==> src/rtl/lz_copy_fill_decompressor_unit_assert.svh <==
// Assertion macros for the copy/fill decompressor.
// Used by the top level only.
`ifndef LZ_COPY_FILL_DECOMPRESSOR_UNIT_ASSERT_SVH
`define LZ_COPY_FILL_DECOMPRESSOR_UNIT_ASSERT_SVH
// implication checked on every clock edge outside reset
`define LZC_ASSERT_IMPL(label, ante, cons) \
  label: assert property (@(posedge clk) disable iff (!rst_n) (ante) |-> (cons)) \
    else $error("assertion failed");
// next-cycle implication
`define LZC_ASSERT_NEXT(label, ante, cons) \
  label: assert property (@(posedge clk) disable iff (!rst_n) (ante) |=> (cons)) \
    else $error("assertion failed");
`endif

==> src/rtl/lzc_pkg.sv <==
// Shared types and constants for the copy/fill decompressor.
// No dependencies.
package lzc_pkg;
  localparam logic [1:0] CMD_START = 2'd0;
  localparam logic [1:0] CMD_FEED  = 2'd1;
  localparam logic [1:0] CMD_READ  = 2'd2;

  localparam logic [1:0] ST_MORE  = 2'd0;
  localparam logic [1:0] ST_OK    = 2'd1;
  localparam logic [1:0] ST_TRUNC = 2'd2;
  localparam logic [1:0] ST_BAD   = 2'd3;

  localparam logic [2:0] PH_CMD   = 3'd0;
  localparam logic [2:0] PH_LIT   = 3'd1;
  localparam logic [2:0] PH_OFFLO = 3'd2;
  localparam logic [2:0] PH_OFFHI = 3'd3;
  localparam logic [2:0] PH_LENLO = 3'd4;
  localparam logic [2:0] PH_LENHI = 3'd5;
  localparam logic [2:0] PH_FILL  = 3'd6;

  localparam logic [7:0] LIT_CODE = 8'h80;

  // datapath operations
  localparam logic [2:0] OP_NONE  = 3'd0;
  localparam logic [2:0] OP_CLEAR = 3'd1; // sweep store to zero
  localparam logic [2:0] OP_WLIT  = 3'd2; // write one byte of input
  localparam logic [2:0] OP_FILL  = 3'd3; // repeat byte
  localparam logic [2:0] OP_COPY  = 3'd4; // copy from src
  localparam logic [2:0] OP_READ  = 3'd5; // read one byte

  typedef struct packed {
    logic [2:0]  op;
    logic        go;
    logic [7:0]  val;
    logic [16:0] src;   // start source address (absolute)
    logic [16:0] count; // bytes to move
  } lzc_cmd_t;

  typedef struct packed {
    logic        busy;
    logic [7:0]  rdata;
  } lzc_stat_t;
endpackage

==> src/rtl/lzc_ctrl.sv <==
// Controller: command parser and handshake sequencing.
// Depends on lzc_pkg; drives lzc_datapath.
module lzc_ctrl #(
  parameter int OUT_DEPTH = 65536
) (
  input  logic              clk,
  input  logic              rst_n,
  input  logic              in_fire,
  input  logic [1:0]        in_cmd,
  input  logic [7:0]        in_byte,
  input  logic              in_last,
  input  logic [15:0]       in_addr,
  input  logic [16:0]       frame_len,
  input  logic [16:0]       write_pos,
  input  lzc_pkg::lzc_stat_t stat,
  input  logic              out_taken,
  output logic              in_ready,
  output lzc_pkg::lzc_cmd_t dp_cmd,
  output logic              wp_clr,
  output logic              res_valid,
  output logic [1:0]        res_status,
  output logic [7:0]        res_rdata
);
  localparam logic [1:0] S_IDLE = 2'd0;
  localparam logic [1:0] S_WAIT = 2'd1; // datapath working
  localparam logic [1:0] S_SETL = 2'd2; // settle before finishing
  localparam logic [1:0] S_OUT  = 2'd3; // result pending

  logic [1:0]  state_r, state_nxt;
  logic [2:0]  ph_r, ph_nxt;
  logic [7:0]  hc_r, hc_nxt;
  logic [15:0] ho_r, ho_nxt;
  logic [7:0]  hl_r, hl_nxt;
  logic [1:0]  fs_r, fs_nxt;
  logic        lastp_r, lastp_nxt;
  logic        rdsel_r, rdsel_nxt;
  logic [1:0]  ty;
  logic        complete;
  logic [16:0] scount;
  logic [15:0] len16;

  assign ty = hc_r[7:6];
  assign scount = 17'(hc_r[5:0]) + 17'd3;
  assign len16 = {in_byte, hl_r};

  always_comb begin
    state_nxt = state_r; ph_nxt = ph_r; hc_nxt = hc_r; ho_nxt = ho_r; hl_nxt = hl_r;
    fs_nxt = fs_r; lastp_nxt = lastp_r; rdsel_nxt = rdsel_r;
    dp_cmd = '0; wp_clr = 1'b0; complete = 1'b0;
    unique case (state_r)
      S_IDLE: if (in_fire) begin
        rdsel_nxt = 1'b0; lastp_nxt = 1'b0;
        state_nxt = S_OUT;
        case (in_cmd)
          lzc_pkg::CMD_START: begin
            wp_clr = 1'b1; ph_nxt = lzc_pkg::PH_CMD; hc_nxt = '0; ho_nxt = '0;
            hl_nxt = '0;
            fs_nxt = (frame_len == '0) ? lzc_pkg::ST_OK : lzc_pkg::ST_MORE;
            dp_cmd.go = 1'b1; dp_cmd.op = lzc_pkg::OP_CLEAR;
            state_nxt = S_WAIT;
          end
          lzc_pkg::CMD_READ: begin
            rdsel_nxt = 1'b1;
            if (32'(in_addr) < OUT_DEPTH) begin
              dp_cmd.go = 1'b1; dp_cmd.op = lzc_pkg::OP_READ;
              dp_cmd.src = 17'(in_addr);
              state_nxt = S_SETL;
            end else rdsel_nxt = 1'b0;
          end
          lzc_pkg::CMD_FEED: if (fs_r == lzc_pkg::ST_MORE) begin
            unique case (ph_r)
              lzc_pkg::PH_CMD: begin
                if (write_pos >= frame_len) fs_nxt = lzc_pkg::ST_OK;
                else begin
                  hc_nxt = in_byte; ho_nxt = '0; hl_nxt = '0;
                  if (in_byte == lzc_pkg::LIT_CODE) ph_nxt = lzc_pkg::PH_LIT;
                  else if (in_byte[7:6] == 2'd3) ph_nxt = lzc_pkg::PH_FILL;
                  else ph_nxt = lzc_pkg::PH_OFFLO;
                  if (in_last) fs_nxt = lzc_pkg::ST_TRUNC;
                end
              end
              lzc_pkg::PH_LIT: begin
                dp_cmd.go = 1'b1; dp_cmd.op = lzc_pkg::OP_WLIT; dp_cmd.val = in_byte;
                dp_cmd.count = 17'd1; complete = 1'b1;
              end
              lzc_pkg::PH_FILL: begin
                dp_cmd.go = 1'b1; dp_cmd.op = lzc_pkg::OP_FILL; dp_cmd.val = in_byte;
                dp_cmd.count = scount; complete = 1'b1;
              end
              lzc_pkg::PH_OFFLO: begin
                ho_nxt = {8'd0, in_byte};
                if (ty == 2'd1) begin
                  complete = 1'b1;
                  if (in_byte == '0 || 17'(in_byte) > write_pos) fs_nxt = lzc_pkg::ST_BAD;
                  else begin
                    dp_cmd.go = 1'b1; dp_cmd.op = lzc_pkg::OP_COPY;
                    dp_cmd.src = write_pos - 17'(in_byte); dp_cmd.count = scount;
                  end
                end else begin
                  ph_nxt = lzc_pkg::PH_OFFHI;
                  if (in_last) fs_nxt = lzc_pkg::ST_TRUNC;
                end
              end
              lzc_pkg::PH_OFFHI: begin
                ho_nxt = {in_byte, ho_r[7:0]};
                if (ty == 2'd0) begin
                  complete = 1'b1;
                  if ({in_byte, ho_r[7:0]} == '0 ||
                      17'({in_byte, ho_r[7:0]}) > write_pos) fs_nxt = lzc_pkg::ST_BAD;
                  else begin
                    dp_cmd.go = 1'b1; dp_cmd.op = lzc_pkg::OP_COPY;
                    dp_cmd.src = write_pos - 17'({in_byte, ho_r[7:0]});
                    dp_cmd.count = scount;
                  end
                end else begin
                  ph_nxt = lzc_pkg::PH_LENLO;
                  if (in_last) fs_nxt = lzc_pkg::ST_TRUNC;
                end
              end
              lzc_pkg::PH_LENLO: begin
                hl_nxt = in_byte; ph_nxt = lzc_pkg::PH_LENHI;
                if (in_last) fs_nxt = lzc_pkg::ST_TRUNC;
              end
              lzc_pkg::PH_LENHI: begin
                complete = 1'b1;
                if (17'(ho_r) >= frame_len) fs_nxt = lzc_pkg::ST_BAD;
                else begin
                  dp_cmd.go = 1'b1; dp_cmd.op = lzc_pkg::OP_COPY;
                  dp_cmd.src = 17'(ho_r);
                  dp_cmd.count = (len16 != '0) ? 17'(len16) : scount;
                end
              end
              default: ph_nxt = lzc_pkg::PH_CMD;
            endcase
            if (complete) begin
              ph_nxt = lzc_pkg::PH_CMD;
              lastp_nxt = in_last;
              state_nxt = S_WAIT;
            end
          end
          default: ;
        endcase
      end
      S_WAIT: if (!stat.busy && !dp_cmd.go) state_nxt = S_SETL;
      S_SETL: begin
        // finish status once the write pointer has settled
        if (fs_r == lzc_pkg::ST_MORE && lastp_r) fs_nxt = lzc_pkg::ST_OK;
        state_nxt = S_OUT;
      end
      S_OUT: if (out_taken) state_nxt = S_IDLE;
      default: state_nxt = S_IDLE;
    endcase
  end

  // wait_first_r holds S_WAIT on its entry before busy is checked
  logic wait_first_r;
  logic compl_r;
  logic fill_done;
  assign fill_done = (state_r == S_SETL) && (fs_r == lzc_pkg::ST_MORE) && !rdsel_r &&
                     (write_pos >= frame_len) && compl_r;

  always_ff @(posedge clk) begin
    if (!rst_n) begin
      state_r <= S_IDLE; ph_r <= lzc_pkg::PH_CMD; hc_r <= '0; ho_r <= '0; hl_r <= '0;
      fs_r <= lzc_pkg::ST_MORE; lastp_r <= 1'b0; rdsel_r <= 1'b0; wait_first_r <= 1'b0;
      compl_r <= 1'b0;
    end else begin
      state_r <= (state_r == S_WAIT && wait_first_r) ? S_WAIT : state_nxt;
      ph_r <= ph_nxt; hc_r <= hc_nxt; ho_r <= ho_nxt; hl_r <= hl_nxt;
      fs_r <= fill_done ? lzc_pkg::ST_OK : fs_nxt;
      lastp_r <= lastp_nxt; rdsel_r <= rdsel_nxt;
      wait_first_r <= (state_r == S_IDLE) && (state_nxt == S_WAIT);
      if (state_r == S_IDLE && in_fire) compl_r <= complete;
    end
  end

  // hold the input while the datapath is busy, as while the store is swept after reset
  assign in_ready   = (state_r == S_IDLE) && !stat.busy;
  assign res_valid  = (state_r == S_OUT);
  assign res_status = fs_r;
  assign res_rdata  = rdsel_r ? stat.rdata : 8'd0;
endmodule

==> config.mk <==
export PLATFORM = sky130hd
export DESIGN_NAME = lzc_ctrl
export DESIGN_NICKNAME = d
export VERILOG_FILES = /design/src/rtl/lz_copy_fill_decompressor_unit_assert.svh /design/src/rtl/lzc_pkg.sv /design/src/rtl/lzc_ctrl.sv
export SDC_FILE = /design/constraint.sdc
export NUM_CORES = 1
export LEC_CHECK = 0
export BUFFER_PORTS_ARGS = -buffer_cell sky130_fd_sc_hd__buf_4
export CAP_MARGIN = 25
export CORE_MARGIN = 4
export CORE_UTILIZATION = 55
export CTS_BUF_LIST = sky130_fd_sc_hd__clkbuf_4 sky130_fd_sc_hd__clkbuf_8
export DETAILED_ROUTE_END_ITERATION = 8
export PLACE_DENSITY = 0.82
export SLEW_MARGIN = 20
export SYNTH_ARGS = -nofsm -noshare
export SYNTH_HDL_FRONTEND = slang
export SYNTH_SLANG_ARGS = --single-unit
==> constraint.sdc <==
create_clock -name clk -period 3.4 [get_ports clk]
set_clock_uncertainty 0.1 [all_clocks]
set_input_delay 0.17 -clock clk [delete_from_list [all_inputs] [get_ports clk]]
set_output_delay 0.17 -clock clk [all_outputs]
set_load 0.02 [all_outputs]
==> impl_metrics.xml, run 1 <==
<?xml version="1.0" encoding="UTF-8"?>
<metrics>
  <group name="routing">
    <metric name="drt_pass1_iterations" unit="">6</metric>
    <metric name="wire_per_inst" unit="um">21.4</metric>
    <metric name="drt_iter0_drc" unit="">601</metric>
    <metric name="route.final.wire_length" unit="mm">21.4</metric>
    <metric name="num_vias" unit="">6603</metric>
    <metric name="route.detailed.drc" unit="">0</metric>
    <metric name="ant_nets" unit="">0</metric>
    <metric name="via_per_inst" unit="">6.62</metric>
  </group>
  <group name="floorplan">
    <metric name="die_area" unit="mm2">0.0114</metric>
    <metric name="rows" unit="">35</metric>
    <metric name="fp.coreArea" unit="mm2">0.00937</metric>
    <metric name="design.portCount" unit="">133</metric>
    <metric name="chipHeight" unit="um">107</metric>
    <metric name="initial_core_util" unit="%">57.2</metric>
    <metric name="die_w" unit="um">107</metric>
  </group>
  <group name="synthesis">
    <metric name="synth_seq_area_share" unit="%">16.1</metric>
    <metric name="synth_seq_cells" unit="">43</metric>
    <metric name="synthAdderAreaFrac" unit="%">15.2</metric>
    <metric name="syn_nets" unit="">868</metric>
    <metric name="synthesis.yosys.warnings" unit="">0</metric>
    <metric name="postSynth.topFlopCell" unit="">dfxtp_1</metric>
    <metric name="synthDominantCellAreaShare" unit="%">16.1</metric>
    <metric name="synth_top_family_by_area" unit="">compound AO/OA/AOI/OAI gates</metric>
    <metric name="synthXorXnorAreaFrac" unit="%">4.25</metric>
    <metric name="synthesis.instances" unit="">730</metric>
    <metric name="multiplexer_share_of_the_synthesized_area" unit="%">1.87</metric>
    <metric name="synthesis.area_per_instance" unit="um2">7.34</metric>
    <metric name="synth_area" unit="mm2">0.00536</metric>
    <metric name="netlist_top_cells_area" unit="">dfxtp_1, ha_1, o21ai_0, nand2_1, a21boi_0</metric>
    <metric name="synth_compound_area_share" unit="%">29.7</metric>
    <metric name="synth_enable_flop_cells" unit="">0</metric>
    <metric name="post_synthesis_share_of_cell_area_spent_on_and_or_nand_and_nor_gates" unit="%">27.1</metric>
    <metric name="synth_cell_type_count" unit="">69</metric>
    <metric name="synth_top_area_cell" unit="">dfxtp_1</metric>
    <metric name="synth_async_sr_flop_share" unit="%">0</metric>
  </group>
  <group name="clock_network">
    <metric name="cts.sink_count" unit="">43</metric>
    <metric name="cts_buffer_depth" unit="">2</metric>
    <metric name="clock_pin_slew_reported_for_the_worst_setup_and_hold_paths_after_clock_tree_synthesis" unit="ps">90</metric>
    <metric name="worst_skew_pair.late_latency" unit="ps">300</metric>
    <metric name="cts_inserted_buffers" unit="">5</metric>
    <metric name="tritoncts" unit="">done</metric>
    <metric name="htree_num_levels" unit="">2</metric>
    <metric name="cts-root-buf" unit="">clkbuf_8</metric>
  </group>
  <group name="run_status">
    <metric name="run_status" unit="">completed</metric>
  </group>
  <group name="place">
    <metric name="dp.cells" unit="">989</metric>
    <metric name="post-dp-hpwl" unit="mm">17.1</metric>
    <metric name="post_dp_cell_area" unit="mm2">0.00661</metric>
    <metric name="gpl.final_weighted_congestion" unit="">1.01</metric>
    <metric name="pre_cts_ws" unit="ps">158</metric>
    <metric name="io_buffers" unit="">131</metric>
  </group>
  <group name="final_layout">
    <metric name="final_nets" unit="">1005</metric>
    <metric name="layout-drive-gt1-share" unit="%">22.8</metric>
    <metric name="instances_no_fill" unit="">997</metric>
    <metric name="layout-area-overhead-vs-synth" unit="%">26.8</metric>
    <metric name="utilization" unit="%">72.5</metric>
    <metric name="num_antenna_cells" unit="">0</metric>
    <metric name="final.fill_count" unit="">793</metric>
    <metric name="finalInstanceArea" unit="mm2">0.00680</metric>
  </group>
  <group name="worst_setup_path">
    <metric name="timing.critical_path.cells" unit="">ha_1 -&gt; nand4_1 -&gt; o41ai_2 -&gt; a21oi_1 -&gt; o221ai_2 -&gt; nor2_4 -&gt; buf_6 -&gt; a221o_1 -&gt; a211o_1 -&gt; buf_4</metric>
    <metric name="critical_path.endpoint_type" unit="">output pin</metric>
    <metric name="critical_path_arrival" unit="ps">3100</metric>
    <metric name="worst-setup-path-type" unit="">flip-flop to output pin</metric>
    <metric name="timing.critical_path.fanout_max" unit="">12</metric>
    <metric name="timing.critical_path.slowest_stage_cell" unit="">o41ai_2</metric>
    <metric name="critical_path_required" unit="ps">3130</metric>
    <metric name="crit_path_max_incr_delay" unit="ps">400</metric>
    <metric name="setup.worst_path.start_class" unit="">flip-flop</metric>
  </group>
  <group name="power">
    <metric name="power_per_cell_area" unit="mW/mm2">229</metric>
    <metric name="total_leakage_power" unit="nW">2.97</metric>
    <metric name="highest_ir_drop_seen_on_vdd" unit="uV">248</metric>
    <metric name="total_power" unit="mW">1.56</metric>
  </group>
  <group name="sta">
    <metric name="setup-violations-final" unit="">0</metric>
    <metric name="slew_violations" unit="">0</metric>
    <metric name="period_share" unit="%">99.2</metric>
    <metric name="fin_setup_tns" unit="ps">0</metric>
    <metric name="max_freq" unit="MHz">297</metric>
    <metric name="period_needed" unit="ps">3370</metric>
    <metric name="final-hold-violation-count" unit="">0</metric>
    <metric name="fin_worst_hold_slack" unit="ps">44.3</metric>
    <metric name="worst_pin_slew" unit="ps">840</metric>
    <metric name="max_slew_margin" unit="%">43.6</metric>
    <metric name="final.setup.worst_slack" unit="ps">28.8</metric>
  </group>
  <group name="grt">
    <metric name="antenna_found_initial" unit="">0</metric>
    <metric name="grt.total_usage" unit="%">36.7</metric>
    <metric name="grt_start_max_net_pins" unit="">47</metric>
    <metric name="grt_first_pass_wirelength" unit="mm">33.4</metric>
    <metric name="global_route_congestion_overflow_total" unit="">0</metric>
    <metric name="via_count_of_the_first_global_routing_pass" unit="">6488</metric>
  </group>
  <group name="hold_path">
    <metric name="min-delay-path-class" unit="">input pin to flip-flop</metric>
  </group>
  <group name="run">
    <metric name="cap_violations" unit="">0</metric>
  </group>
</metrics>
[synthesized netlist by cell type (4+ instances only)]
| master | instances |
|---|---|
| nand2_1 | 71 |
| ha_1 | 62 |
| o21ai_0 | 55 |
| nor2_1 | 53 |
| inv_1 | 49 |
| dfxtp_1 | 43 |
| a21boi_0 | 30 |
| clkbuf_1 | 29 |
| nor3_1 | 29 |
| a21oi_1 | 27 |
| and2_1 | 21 |
| nand3_1 | 20 |
| nand4_1 | 18 |
| xnor2_1 | 16 |
| a21o_1 | 15 |
| a211oi_1 | 12 |
| mux2i_1 | 10 |
| xor2_1 | 10 |
| nor2b_1 | 9 |
| nor4_1 | 9 |
| and3_1 | 8 |
| o211ai_1 | 8 |
| o21a_1 | 7 |
| o31a_1 | 7 |
| or4b_2 | 7 |
| nand2b_1 | 6 |
| a221o_1 | 5 |
| a222oi_1 | 5 |
| o31ai_1 | 5 |
| or3_1 | 5 |
| a32o_1 | 4 |
| a32oi_1 | 4 |
| nand3b_1 | 4 |
| o221ai_1 | 4 |
[flip-flops by register name (all words and copies together), names as in the netlist]
signal	flops
rdsel_r	1
ho_r	16
res_status	2
wait_first_r	1
state_r	2
ph_r	3
hc_r	8
hl_r	8
compl_r	1
lastp_r	1
[report_power, final]
| part | total [mW] | switching (mW) | internal, mW |
|---|---|---|---|
| clock network | 0.407 | 0.188 | 0.219 |
| logic | 0.625 | 0.370 | 0.255 |
| registers | 0.526 | 0.0145 | 0.512 |
[critical path: cells and delay by family, from the launching register on]
family	cells	cell delay (ps)
AND/OR/NAND/NOR	2	340
adder cells (fa/ha/maj)	1	320
buffers and inverters	2	320
AO/OA/AOI/OAI	5	1450
flip-flops	1	360
[path summary, 6_finish.rpt]
check,from,endpoint,slack (ps),cells past startpoint
max,ho_r[10],dp_cmd[31],30,10
min,in_byte[1],ho_r[1],40,3
max reg2reg,ho_r[2],res_status[0],740,10
min reg2reg,compl_r,compl_r,380,2
[layer usage]
layer	GRT usage (%)	wire length, um
met1	45.3	7950
met2	62.4	9910
met3	6.14	2340
met4	16.8	1160
met5	0	0
[area by class of cell]
cell class	instances	area, um2	area share [%]
well taps	129	161	2.37
multi-input cells	606	4250	62.5
clock inverters	3	43.8	0.644
repair buffers	162	1220	18.0
flip-flops and latches	43	866	12.7
clock buffers	5	68.8	1.01
inverters	49	184	2.71
[kinds of logic (layout without fill, tap and decap cells)]
group / after synthesis / after routing
other: 1 / 1
flip-flops: 43 / 43
multiplexers: 10 / 10
adder cells (fa/ha/maj): 64 / 64
XOR/XNOR: 26 / 26
AO/OA/AOI/OAI: 226 / 226
AND/OR/NAND/NOR: 279 / 279
buffers and inverters: 81 / 219
[layout by cell type (no fill, tap or decap), types with 15 or more instances in the layout]
cell type,n
o21ai_0,54
nand3_1,19
dfxtp_1,39
a21oi_1,25
nor2_1,52
and2_1,21
nor3_1,29
buf_4,160
nand2_1,71
nand4_1,18
ha_1,62
a21boi_0,30
a21o_1,15
xnor2_1,16
inv_1,49
[timing repair]
item | 4_1_cts | 5_1_grt
hold buffers | 0 | 0
pin swaps | 0 | 2
gates resized for setup | 2 | 16
endpoints found under the setup margin | 5 | 32
setup buffers | 0 | 0
Note: power is estimated with default switching activity, not from simulation.
==> run 2, diff against run 1 <==
==> constraint.sdc (replaced) <==
create_clock -name clk -period 3.15 [get_ports clk]
set_clock_uncertainty 0.1 [all_clocks]
set_input_delay 0.7875 -clock clk [delete_from_list [all_inputs] [get_ports clk]]
set_output_delay 0.7875 -clock clk [all_outputs]
set_load 0.02 [all_outputs]
==> impl_metrics.xml, run 2 <==
<?xml version="1.0" encoding="UTF-8"?>
<metrics>
  <group name="run_status">
    <metric name="run_status" unit="">stopped before the end</metric>
    <metric name="last-stage-reached" unit="">5_1_grt</metric>
    <metric name="tool.error" unit="">[ERROR GRT-0232] Routing congestion too high. Check the congestion heatmap in the GUI.</metric>
  </group>
  <group name="synthesis">
    <metric name="synthesis.area_per_instance" unit="um2">7.34</metric>
    <metric name="synth_top_area_cell" unit="">dfxtp_1</metric>
    <metric name="synthesis.yosys.warnings" unit="">0</metric>
    <metric name="synthesis.instances" unit="">730</metric>
    <metric name="synthDominantCellAreaShare" unit="%">16.1</metric>
    <metric name="synth_seq_cells" unit="">43</metric>
    <metric name="synth_seq_area_share" unit="%">16.1</metric>
    <metric name="synth_cell_type_count" unit="">69</metric>
    <metric name="synth_area" unit="mm2">0.00536</metric>
    <metric name="synthTopCellsByCount" unit="">nand2_1, ha_1, o21ai_0</metric>
    <metric name="netlist_top_cells_area" unit="">dfxtp_1, ha_1, o21ai_0, nand2_1, a21boi_0</metric>
    <metric name="syn_nets" unit="">868</metric>
    <metric name="synth_async_sr_flop_share" unit="%">0</metric>
    <metric name="synth_enable_flop_cells" unit="">0</metric>
    <metric name="yosysMostFrequentCell" unit="">nand2_1</metric>
    <metric name="postSynth.topFlopCell" unit="">dfxtp_1</metric>
  </group>
  <group name="grt">
    <metric name="global_route_congestion_overflow_total" unit="">77</metric>
    <metric name="grt_start_max_net_pins" unit="">47</metric>
    <metric name="grt.total_usage" unit="%">74.7</metric>
  </group>
  <group name="clock_network">
    <metric name="cts-root-buf" unit="">clkbuf_8</metric>
    <metric name="cts_inserted_buffers" unit="">5</metric>
    <metric name="cts.sink_count" unit="">43</metric>
    <metric name="htree_num_levels" unit="">2</metric>
    <metric name="cts_buffer_depth" unit="">2</metric>
  </group>
  <group name="place">
    <metric name="io_buffers" unit="">131</metric>
    <metric name="gpl.final_weighted_congestion" unit="">1.01</metric>
    <metric name="post-dp-hpwl" unit="mm">20.0</metric>
  </group>
  <group name="floorplan">
    <metric name="die_w" unit="um">107</metric>
    <metric name="design.portCount" unit="">133</metric>
    <metric name="initial_core_util" unit="%">57.2</metric>
    <metric name="rows" unit="">35</metric>
    <metric name="chipHeight" unit="um">107</metric>
  </group>
</metrics>
## run 2: cell counts after synthesis
Identical to the previous run, type by type.
## run 2: kinds of logic after synthesis
family / after synthesis / synth area share (%)
compound gates: 226 / 29.7
xor+xnor: 26 / 4.25
fa+ha+maj: 64 / 15.2
buf+inv: 81 / 5.74
flops: 43 / 16.1
mux: 10 / 1.87
other cells: 1 / 0.0700
simple gates: 279 / 27.1
## run 2: what timing repair did
action | 4_1_cts
gates resized for setup | 127
endpoints found under the setup margin | 70
hold buffers | 0
buffers inserted | 18
pin swaps | 59
hold endpoints to repair | 0
gates cloned | 4
## run 2: layer usage
layer | global-route usage, % | GRT overflow
met1 | 72.6 | 1
met2 | 93.3 | 42
met3 | 58.5 | 0
met4 | 79.0 | 34
met5 | 11.4 | 0
## run 2: through the flow
stage / setup slack (ps) / hold WS, ps / area, um2 / instances / utilization (%)
2_1_floorplan: -861 / 341 / 5600 / 730 / -
3_3_place_gp: -1170 / 352 / 8190 / 1163 / 87.4
3_5_place_dp: -1340 / 377 / 8190 / 1163 / 87.4
4_1_cts: -1190 / 388 / 8900 / 1193 / 95.0
==> run 3, diff against run 2 <==
--- a/config.mk
+++ b/config.mk
@@ -8,10 +8,9 @@
 export BUFFER_PORTS_ARGS = -buffer_cell sky130_fd_sc_hd__buf_4
 export CAP_MARGIN = 25
 export CORE_MARGIN = 4
-export CORE_UTILIZATION = 55
-export CTS_BUF_LIST = sky130_fd_sc_hd__clkbuf_4 sky130_fd_sc_hd__clkbuf_8
+export CORE_UTILIZATION = 40
 export DETAILED_ROUTE_END_ITERATION = 8
-export PLACE_DENSITY = 0.82
+export PLACE_DENSITY_LB_ADDON = 0.15
 export SLEW_MARGIN = 20
 export SYNTH_ARGS = -nofsm -noshare
 export SYNTH_HDL_FRONTEND = slang
==> impl_metrics.xml, run 3 (synthesis gave the netlist of run 1 again) <==
<?xml version="1.0" encoding="UTF-8"?>
<metrics>
  <group name="run_status">
    <metric name="run_status" unit="">finished with violations</metric>
    <metric name="violations" unit="">negative setup slack</metric>
  </group>
  <group name="clock_network">
    <metric name="worst_skew_pair.late_latency" unit="ps">290</metric>
    <metric name="cts_hold_buffers" unit="">0</metric>
    <metric name="tritoncts" unit="">done</metric>
    <metric name="htree_num_levels" unit="">2</metric>
    <metric name="cts_buffer_depth" unit="">2</metric>
    <metric name="cts_inserted_buffers" unit="">5</metric>
    <metric name="cts.sink_count" unit="">43</metric>
    <metric name="cts-root-buf" unit="">clkbuf_16</metric>
    <metric name="clock_pin_slew_reported_for_the_worst_setup_and_hold_paths_after_clock_tree_synthesis" unit="ps">70</metric>
  </group>
  <group name="sta">
    <metric name="period_share" unit="%">138</metric>
    <metric name="setup-violations-final" unit="">57</metric>
    <metric name="worst_pin_slew" unit="ps">1030</metric>
    <metric name="fin_setup_tns" unit="ps">-34400</metric>
    <metric name="max_freq" unit="MHz">230</metric>
    <metric name="period_needed" unit="ps">4340</metric>
    <metric name="slew_violations" unit="">0</metric>
    <metric name="fin_worst_hold_slack" unit="ps">386</metric>
    <metric name="final-hold-violation-count" unit="">0</metric>
    <metric name="max_slew_margin" unit="%">31.0</metric>
    <metric name="final.setup.worst_slack" unit="ps">-1190</metric>
    <metric name="setup_repair_after_global_routing_missed_its_margin" unit="">true</metric>
  </group>
  <group name="floorplan">
    <metric name="initial_core_util" unit="%">40.6</metric>
    <metric name="die_w" unit="um">124</metric>
    <metric name="die_area" unit="mm2">0.0153</metric>
    <metric name="design.portCount" unit="">133</metric>
    <metric name="rows" unit="">42</metric>
    <metric name="chipHeight" unit="um">124</metric>
    <metric name="fp.coreArea" unit="mm2">0.0132</metric>
  </group>
  <group name="routing">
    <metric name="route.detailed.drc" unit="">0</metric>
    <metric name="drt_pass1_iterations" unit="">8</metric>
    <metric name="wire_per_inst" unit="um">19.8</metric>
    <metric name="via_per_inst" unit="">5.99</metric>
    <metric name="ant_nets" unit="">0</metric>
    <metric name="num_vias" unit="">7397</metric>
    <metric name="drt_iter0_drc" unit="">747</metric>
    <metric name="route.final.wire_length" unit="mm">24.5</metric>
  </group>
  <group name="worst_setup_path">
    <metric name="critical_path.endpoint_type" unit="">output pin</metric>
    <metric name="critical_path_required" unit="ps">2260</metric>
    <metric name="path_buf_inv" unit="">3</metric>
    <metric name="worst-setup-path-type" unit="">input pin to output pin</metric>
    <metric name="critical_path_arrival" unit="ps">3460</metric>
    <metric name="timing.critical_path.cells" unit="">buf_6 -&gt; or4_4 -&gt; or4_4 -&gt; or3_4 -&gt; buf_4 -&gt; o31ai_4 -&gt; a21oi_1 -&gt; a221o_1 -&gt; a211o_1 -&gt; buf_4</metric>
    <metric name="setup.worst_path.start_class" unit="">input pin</metric>
    <metric name="crit_path_max_incr_delay" unit="ps">520</metric>
    <metric name="timing.critical_path.slowest_stage_cell" unit="">or4_4</metric>
    <metric name="timing.critical_path.fanout_max" unit="">2</metric>
    <metric name="timing.critical_path.max_delay_family" unit="">simple AND/OR/NAND/NOR gates</metric>
  </group>
  <group name="power">
    <metric name="power_per_cell_area" unit="mW/mm2">229</metric>
    <metric name="highest_ir_drop_seen_on_vdd" unit="uV">240</metric>
    <metric name="total_leakage_power" unit="nW">4.11</metric>
    <metric name="total_power" unit="mW">2.14</metric>
  </group>
  <group name="hold_path">
    <metric name="min-delay-path-class" unit="">flip-flop to flip-flop</metric>
  </group>
  <group name="grt">
    <metric name="grt_start_max_net_pins" unit="">47</metric>
    <metric name="antenna_found_initial" unit="">0</metric>
    <metric name="global_route_congestion_overflow_total" unit="">0</metric>
    <metric name="grt.total_usage" unit="%">30.7</metric>
    <metric name="via_count_of_the_first_global_routing_pass" unit="">7218</metric>
    <metric name="grt_first_pass_wirelength" unit="mm">36.8</metric>
  </group>
  <group name="final_layout">
    <metric name="instances_no_fill" unit="">1235</metric>
    <metric name="regMostFlops" unit="">ho_r</metric>
    <metric name="mostFrequentLayoutCells" unit="">buf_4, nand2_1, buf_6</metric>
    <metric name="multi_input_combinational_cell_area" unit="mm2">0.00492</metric>
    <metric name="layout-drive-gt1-share" unit="%">46.0</metric>
    <metric name="final_nets" unit="">1196</metric>
    <metric name="mostFrequentLayoutCell" unit="">buf_4</metric>
    <metric name="num_antenna_cells" unit="">0</metric>
    <metric name="final-seq-area" unit="um2">861</metric>
    <metric name="largest_reg_flops" unit="">16</metric>
    <metric name="top_regs" unit="">ho_r x16, hc_r x8, hl_r x8</metric>
    <metric name="final.fill_count" unit="">1032</metric>
    <metric name="layout-area-overhead-vs-synth" unit="%">74.1</metric>
  </group>
  <group name="place">
    <metric name="gpl.final_weighted_congestion" unit="">0.995</metric>
    <metric name="dp.cells" unit="">1205</metric>
    <metric name="pre_cts_ws" unit="ps">-1230</metric>
    <metric name="io_buffers" unit="">131</metric>
    <metric name="post-dp-hpwl" unit="mm">19.1</metric>
  </group>
  <group name="run">
    <metric name="cap_violations" unit="">0</metric>
  </group>
</metrics>
[run 3: area by class of cell]
| cell class | count | area share [%] |
|---|---|---|
| well taps | 176 | 2.36 |
| clock buffers | 5 | 1.34 |
| repair buffers | 352 | 31.4 |
| flip-flops and latches | 43 | 9.23 |
| multi-input cells | 607 | 52.7 |
| inverters | 49 | 2.44 |
| clock inverters | 3 | 0.469 |
[run 3: repair_timing]
| action | CTS | global route |
|---|---|---|
| pin swaps | 41 | 44 |
| setup endpoints to repair | 51 | 79 |
| cloned | 1 | 1 |
| gates resized for setup | 96 | 105 |
| buffers inserted | 10 | 16 |
[run 3: worst register-to-register path, cell delays in order, from the launching register on]
cell and delay [ps]:
dfxtp_1 480, inv_1 90, ha_1 300, o21a_1 110, o31a_1 130, o2111a_1 310
o21ai_2 160, a41oi_2 210, buf_4 200, buf_4 170, o31a_1 300, mux2i_1 130
[run 3: per-layer routing]
| metal | part of all wire, % | global-route usage, % |
|---|---|---|
| met1 | 39 | 37.6 |
| met2 | 48 | 53.7 |
| met3 | 8.4 | 4.31 |
| met4 | 4.7 | 13.0 |
| met5 | 0 | 0 |
[run 3: path summary, 6_finish.rpt]
| kind | startpoint | end | depth (start not counted) | slack (ps) |
|---|---|---|---|---|
| worst min-delay path | lastp_r | lastp_r | 2 | 390 |
| worst max register to register | ho_r[3] | res_status[0] | 11 | 370 |
| worst min register to register | lastp_r | lastp_r | 2 | 390 |
| worst max-delay path | write_pos[11] | dp_cmd[32] | 10 | -1190 |
[run 3: report_power, final]
| part | internal, mW | leakage, nW | switching, mW | total, mW |
|---|---|---|---|---|
| clock network | 0.374 | 0.0838 | 0.226 | 0.600 |
| registers | 0.553 | 0.347 | 0.0122 | 0.565 |
| logic | 0.473 | 3.68 | 0.500 | 0.972 |
[run 3: metrics by stage]
| stage | util (%) | cell area [um2] |
|---|---|---|
| after global placement | 62.1 | 8190 |
| after global routing | 70.7 | 9330 |
| after CTS | 67.2 | 8860 |
| after floorplan | - | 5600 |
| after detailed placement | 62.1 | 8190 |
| final | 70.7 | 9330 |
==> run 4, diff against run 3 <==
--- a/config.mk
+++ b/config.mk
@@ -10,7 +10,7 @@
 export CORE_MARGIN = 4
 export CORE_UTILIZATION = 40
 export DETAILED_ROUTE_END_ITERATION = 8
-export PLACE_DENSITY_LB_ADDON = 0.15
+export PLACE_DENSITY = 0.68
 export SLEW_MARGIN = 20
 export SYNTH_ARGS = -nofsm -noshare
 export SYNTH_HDL_FRONTEND = slang
==> impl_metrics.xml, run 4 (synthesis gave the netlist of run 1 again) <==
<?xml version="1.0" encoding="UTF-8"?>
<metrics>
  <group name="routing">
    <metric name="num_vias" unit="">7350</metric>
    <metric name="wire_per_inst" unit="um">20.4</metric>
    <metric name="route.final.wire_length" unit="mm">25.1</metric>
    <metric name="via_per_inst" unit="">5.97</metric>
    <metric name="route.detailed.drc" unit="">0</metric>
    <metric name="drt_iter0_drc" unit="">688</metric>
    <metric name="ant_nets" unit="">0</metric>
    <metric name="drt_pass1_iterations" unit="">5</metric>
  </group>
  <group name="final_layout">
    <metric name="layout-area-overhead-vs-synth" unit="%">73.7</metric>
    <metric name="instances_no_fill" unit="">1231</metric>
    <metric name="regMostFlops" unit="">ho_r</metric>
    <metric name="layout-drive-gt1-share" unit="%">46.4</metric>
    <metric name="finalInstanceArea" unit="mm2">0.00931</metric>
    <metric name="largest_reg_flops" unit="">16</metric>
    <metric name="top_regs" unit="">ho_r x16, hc_r x8, hl_r x8</metric>
    <metric name="final_nets" unit="">1192</metric>
    <metric name="num_antenna_cells" unit="">0</metric>
    <metric name="mostFrequentLayoutCell" unit="">buf_4</metric>
    <metric name="mostFrequentLayoutCells" unit="">buf_4, nand2_1, buf_6</metric>
  </group>
  <group name="floorplan">
    <metric name="die_w" unit="um">124</metric>
    <metric name="rows" unit="">42</metric>
    <metric name="die_area" unit="mm2">0.0153</metric>
    <metric name="fp.coreArea" unit="mm2">0.0132</metric>
    <metric name="chipHeight" unit="um">124</metric>
    <metric name="design.portCount" unit="">133</metric>
    <metric name="initial_core_util" unit="%">40.6</metric>
  </group>
  <group name="sta">
    <metric name="fin_worst_hold_slack" unit="ps">369</metric>
    <metric name="max_slew_margin" unit="%">36.4</metric>
    <metric name="period_share" unit="%">139</metric>
    <metric name="worst_pin_slew" unit="ps">950</metric>
    <metric name="slew_violations" unit="">0</metric>
    <metric name="setup_repair_after_global_routing_missed_its_margin" unit="">true</metric>
    <metric name="max_freq" unit="MHz">228</metric>
    <metric name="period_needed" unit="ps">4390</metric>
    <metric name="setup-violations-final" unit="">45</metric>
    <metric name="final.setup.worst_slack" unit="ps">-1240</metric>
    <metric name="final-hold-violation-count" unit="">0</metric>
    <metric name="fin_setup_tns" unit="ps">-34800</metric>
  </group>
  <group name="clock_network">
    <metric name="tritoncts" unit="">done</metric>
    <metric name="htree_num_levels" unit="">2</metric>
    <metric name="worst_skew_pair.late_latency" unit="ps">300</metric>
    <metric name="cts_inserted_buffers" unit="">5</metric>
    <metric name="cts_buffer_depth" unit="">2</metric>
    <metric name="cts_hold_buffers" unit="">0</metric>
    <metric name="cts-root-buf" unit="">clkbuf_16</metric>
    <metric name="cts.sink_count" unit="">43</metric>
    <metric name="clock_pin_slew_reported_for_the_worst_setup_and_hold_paths_after_clock_tree_synthesis" unit="ps">60</metric>
  </group>
  <group name="grt">
    <metric name="via_count_of_the_first_global_routing_pass" unit="">6862</metric>
    <metric name="grt_start_max_net_pins" unit="">47</metric>
    <metric name="met2_usage" unit="%">51.3</metric>
    <metric name="antenna_found_initial" unit="">0</metric>
    <metric name="global_route_congestion_overflow_total" unit="">0</metric>
    <metric name="grtUsageMet3" unit="%">4.36</metric>
    <metric name="grt.total_usage" unit="%">30.4</metric>
    <metric name="global_route_met1_utilization" unit="%">38.7</metric>
    <metric name="top_usage_layer_grt" unit="">met2</metric>
    <metric name="grt_first_pass_wirelength" unit="mm">36.0</metric>
  </group>
  <group name="hold_path">
    <metric name="hold_start" unit="">compl_r</metric>
    <metric name="hold_path_end" unit="">compl_r</metric>
    <metric name="min-delay-path-class" unit="">flip-flop to flip-flop</metric>
    <metric name="worstHoldPathCells" unit="">2</metric>
  </group>
  <group name="worst_setup_path">
    <metric name="worst-setup-path-type" unit="">input pin to output pin</metric>
    <metric name="critical_path_arrival" unit="ps">3500</metric>
    <metric name="setup.worst_path.start_class" unit="">input pin</metric>
    <metric name="critical_path_required" unit="ps">2260</metric>
    <metric name="reg2reg_from" unit="">ho_r[3]</metric>
    <metric name="reg_to_reg_setup_timing_slack" unit="ps">300</metric>
    <metric name="timing.critical_path.fanout_max" unit="">7</metric>
    <metric name="timing.reg2reg.worst_path_depth" unit="">11</metric>
    <metric name="critical_path.endpoint_type" unit="">output pin</metric>
    <metric name="rr_endpoint" unit="">res_status[0]</metric>
  </group>
  <group name="run">
    <metric name="cap_violations" unit="">0</metric>
  </group>
  <group name="place">
    <metric name="dp.cells" unit="">1202</metric>
    <metric name="gpl.final_weighted_congestion" unit="">0.972</metric>
    <metric name="io_buffers" unit="">131</metric>
    <metric name="post-dp-hpwl" unit="mm">18.1</metric>
    <metric name="post_dp_cell_area" unit="mm2">0.00819</metric>
  </group>
  <group name="power">
    <metric name="total_power" unit="mW">2.12</metric>
    <metric name="total_leakage_power" unit="nW">4.10</metric>
    <metric name="power_per_cell_area" unit="mW/mm2">228</metric>
    <metric name="highest_ir_drop_seen_on_vdd" unit="uV">289</metric>
  </group>
  <group name="run_status">
    <metric name="run_status" unit="">finished with violations</metric>
    <metric name="violations" unit="">negative setup slack</metric>
  </group>
</metrics>
-- run 4: what timing repair did --
| action | 4_1_cts | 5_1_grt |
|---|---|---|
| pin swaps | 46 | 49 |
| cloned | 2 | 0 |
| resized for setup | 100 | 82 |
| setup endpoints to repair | 45 | 78 |
| setup buffers | 11 | 13 |
-- run 4: report_power, final --
group,switching (mW),internal (mW),total (mW)
Clock,0.238,0.374,0.613
Combinational,0.491,0.450,0.941
Sequential,0.0148,0.553,0.568
-- run 4: worst max-delay path: stages --
cell and delay (ps):
buf_6 90, or4_4 530, or4_4 440, or3_4 360, o31a_1 380, a2111o_1 460
a32o_2 330, buf_6 130
-- run 4: cell type report --
type	instances	area, um2
clock buffer	5	125
inverter	49	225
sequential	43	862
multi-input combinational	607	4930
clock inverter	3	43.8
fill	1008	3880
tap	176	220
timing repair buffer	348	2910
-- run 4: routing by layer --
metal	part of all wire [%]	vias up	routed length [um]
met5	0	-	0
met4	4.4	0	1110
met3	9.2	96	2320
met2	47	431	11900
met1	39	3429	9820
li1	-	3394	-
-- run 4: stage by stage --
| stage | worst slack [ps] | utilization, % |
|---|---|---|
| final | -1240 | 70.6 |
| after global routing | -1270 | 70.6 |
| after CTS | -1200 | 67.4 |
| after detailed placement | -1260 | 62.1 |
| after global placement | -1200 | 62.1 |
| after floorplan | -861 | - |
-- run 4: worst max-delay path by stage --
stage,from,end,cells after the start
2_1_floorplan,write_pos[11],dp_cmd[32],7
3_3_place_gp,write_pos[11],dp_cmd[3],8
3_5_place_dp,write_pos[0],dp_cmd[31],14
4_1_cts,write_pos[11],dp_cmd[4],8
5_1_grt,write_pos[11],dp_cmd[4],8
6_report,write_pos[11],dp_cmd[4],8
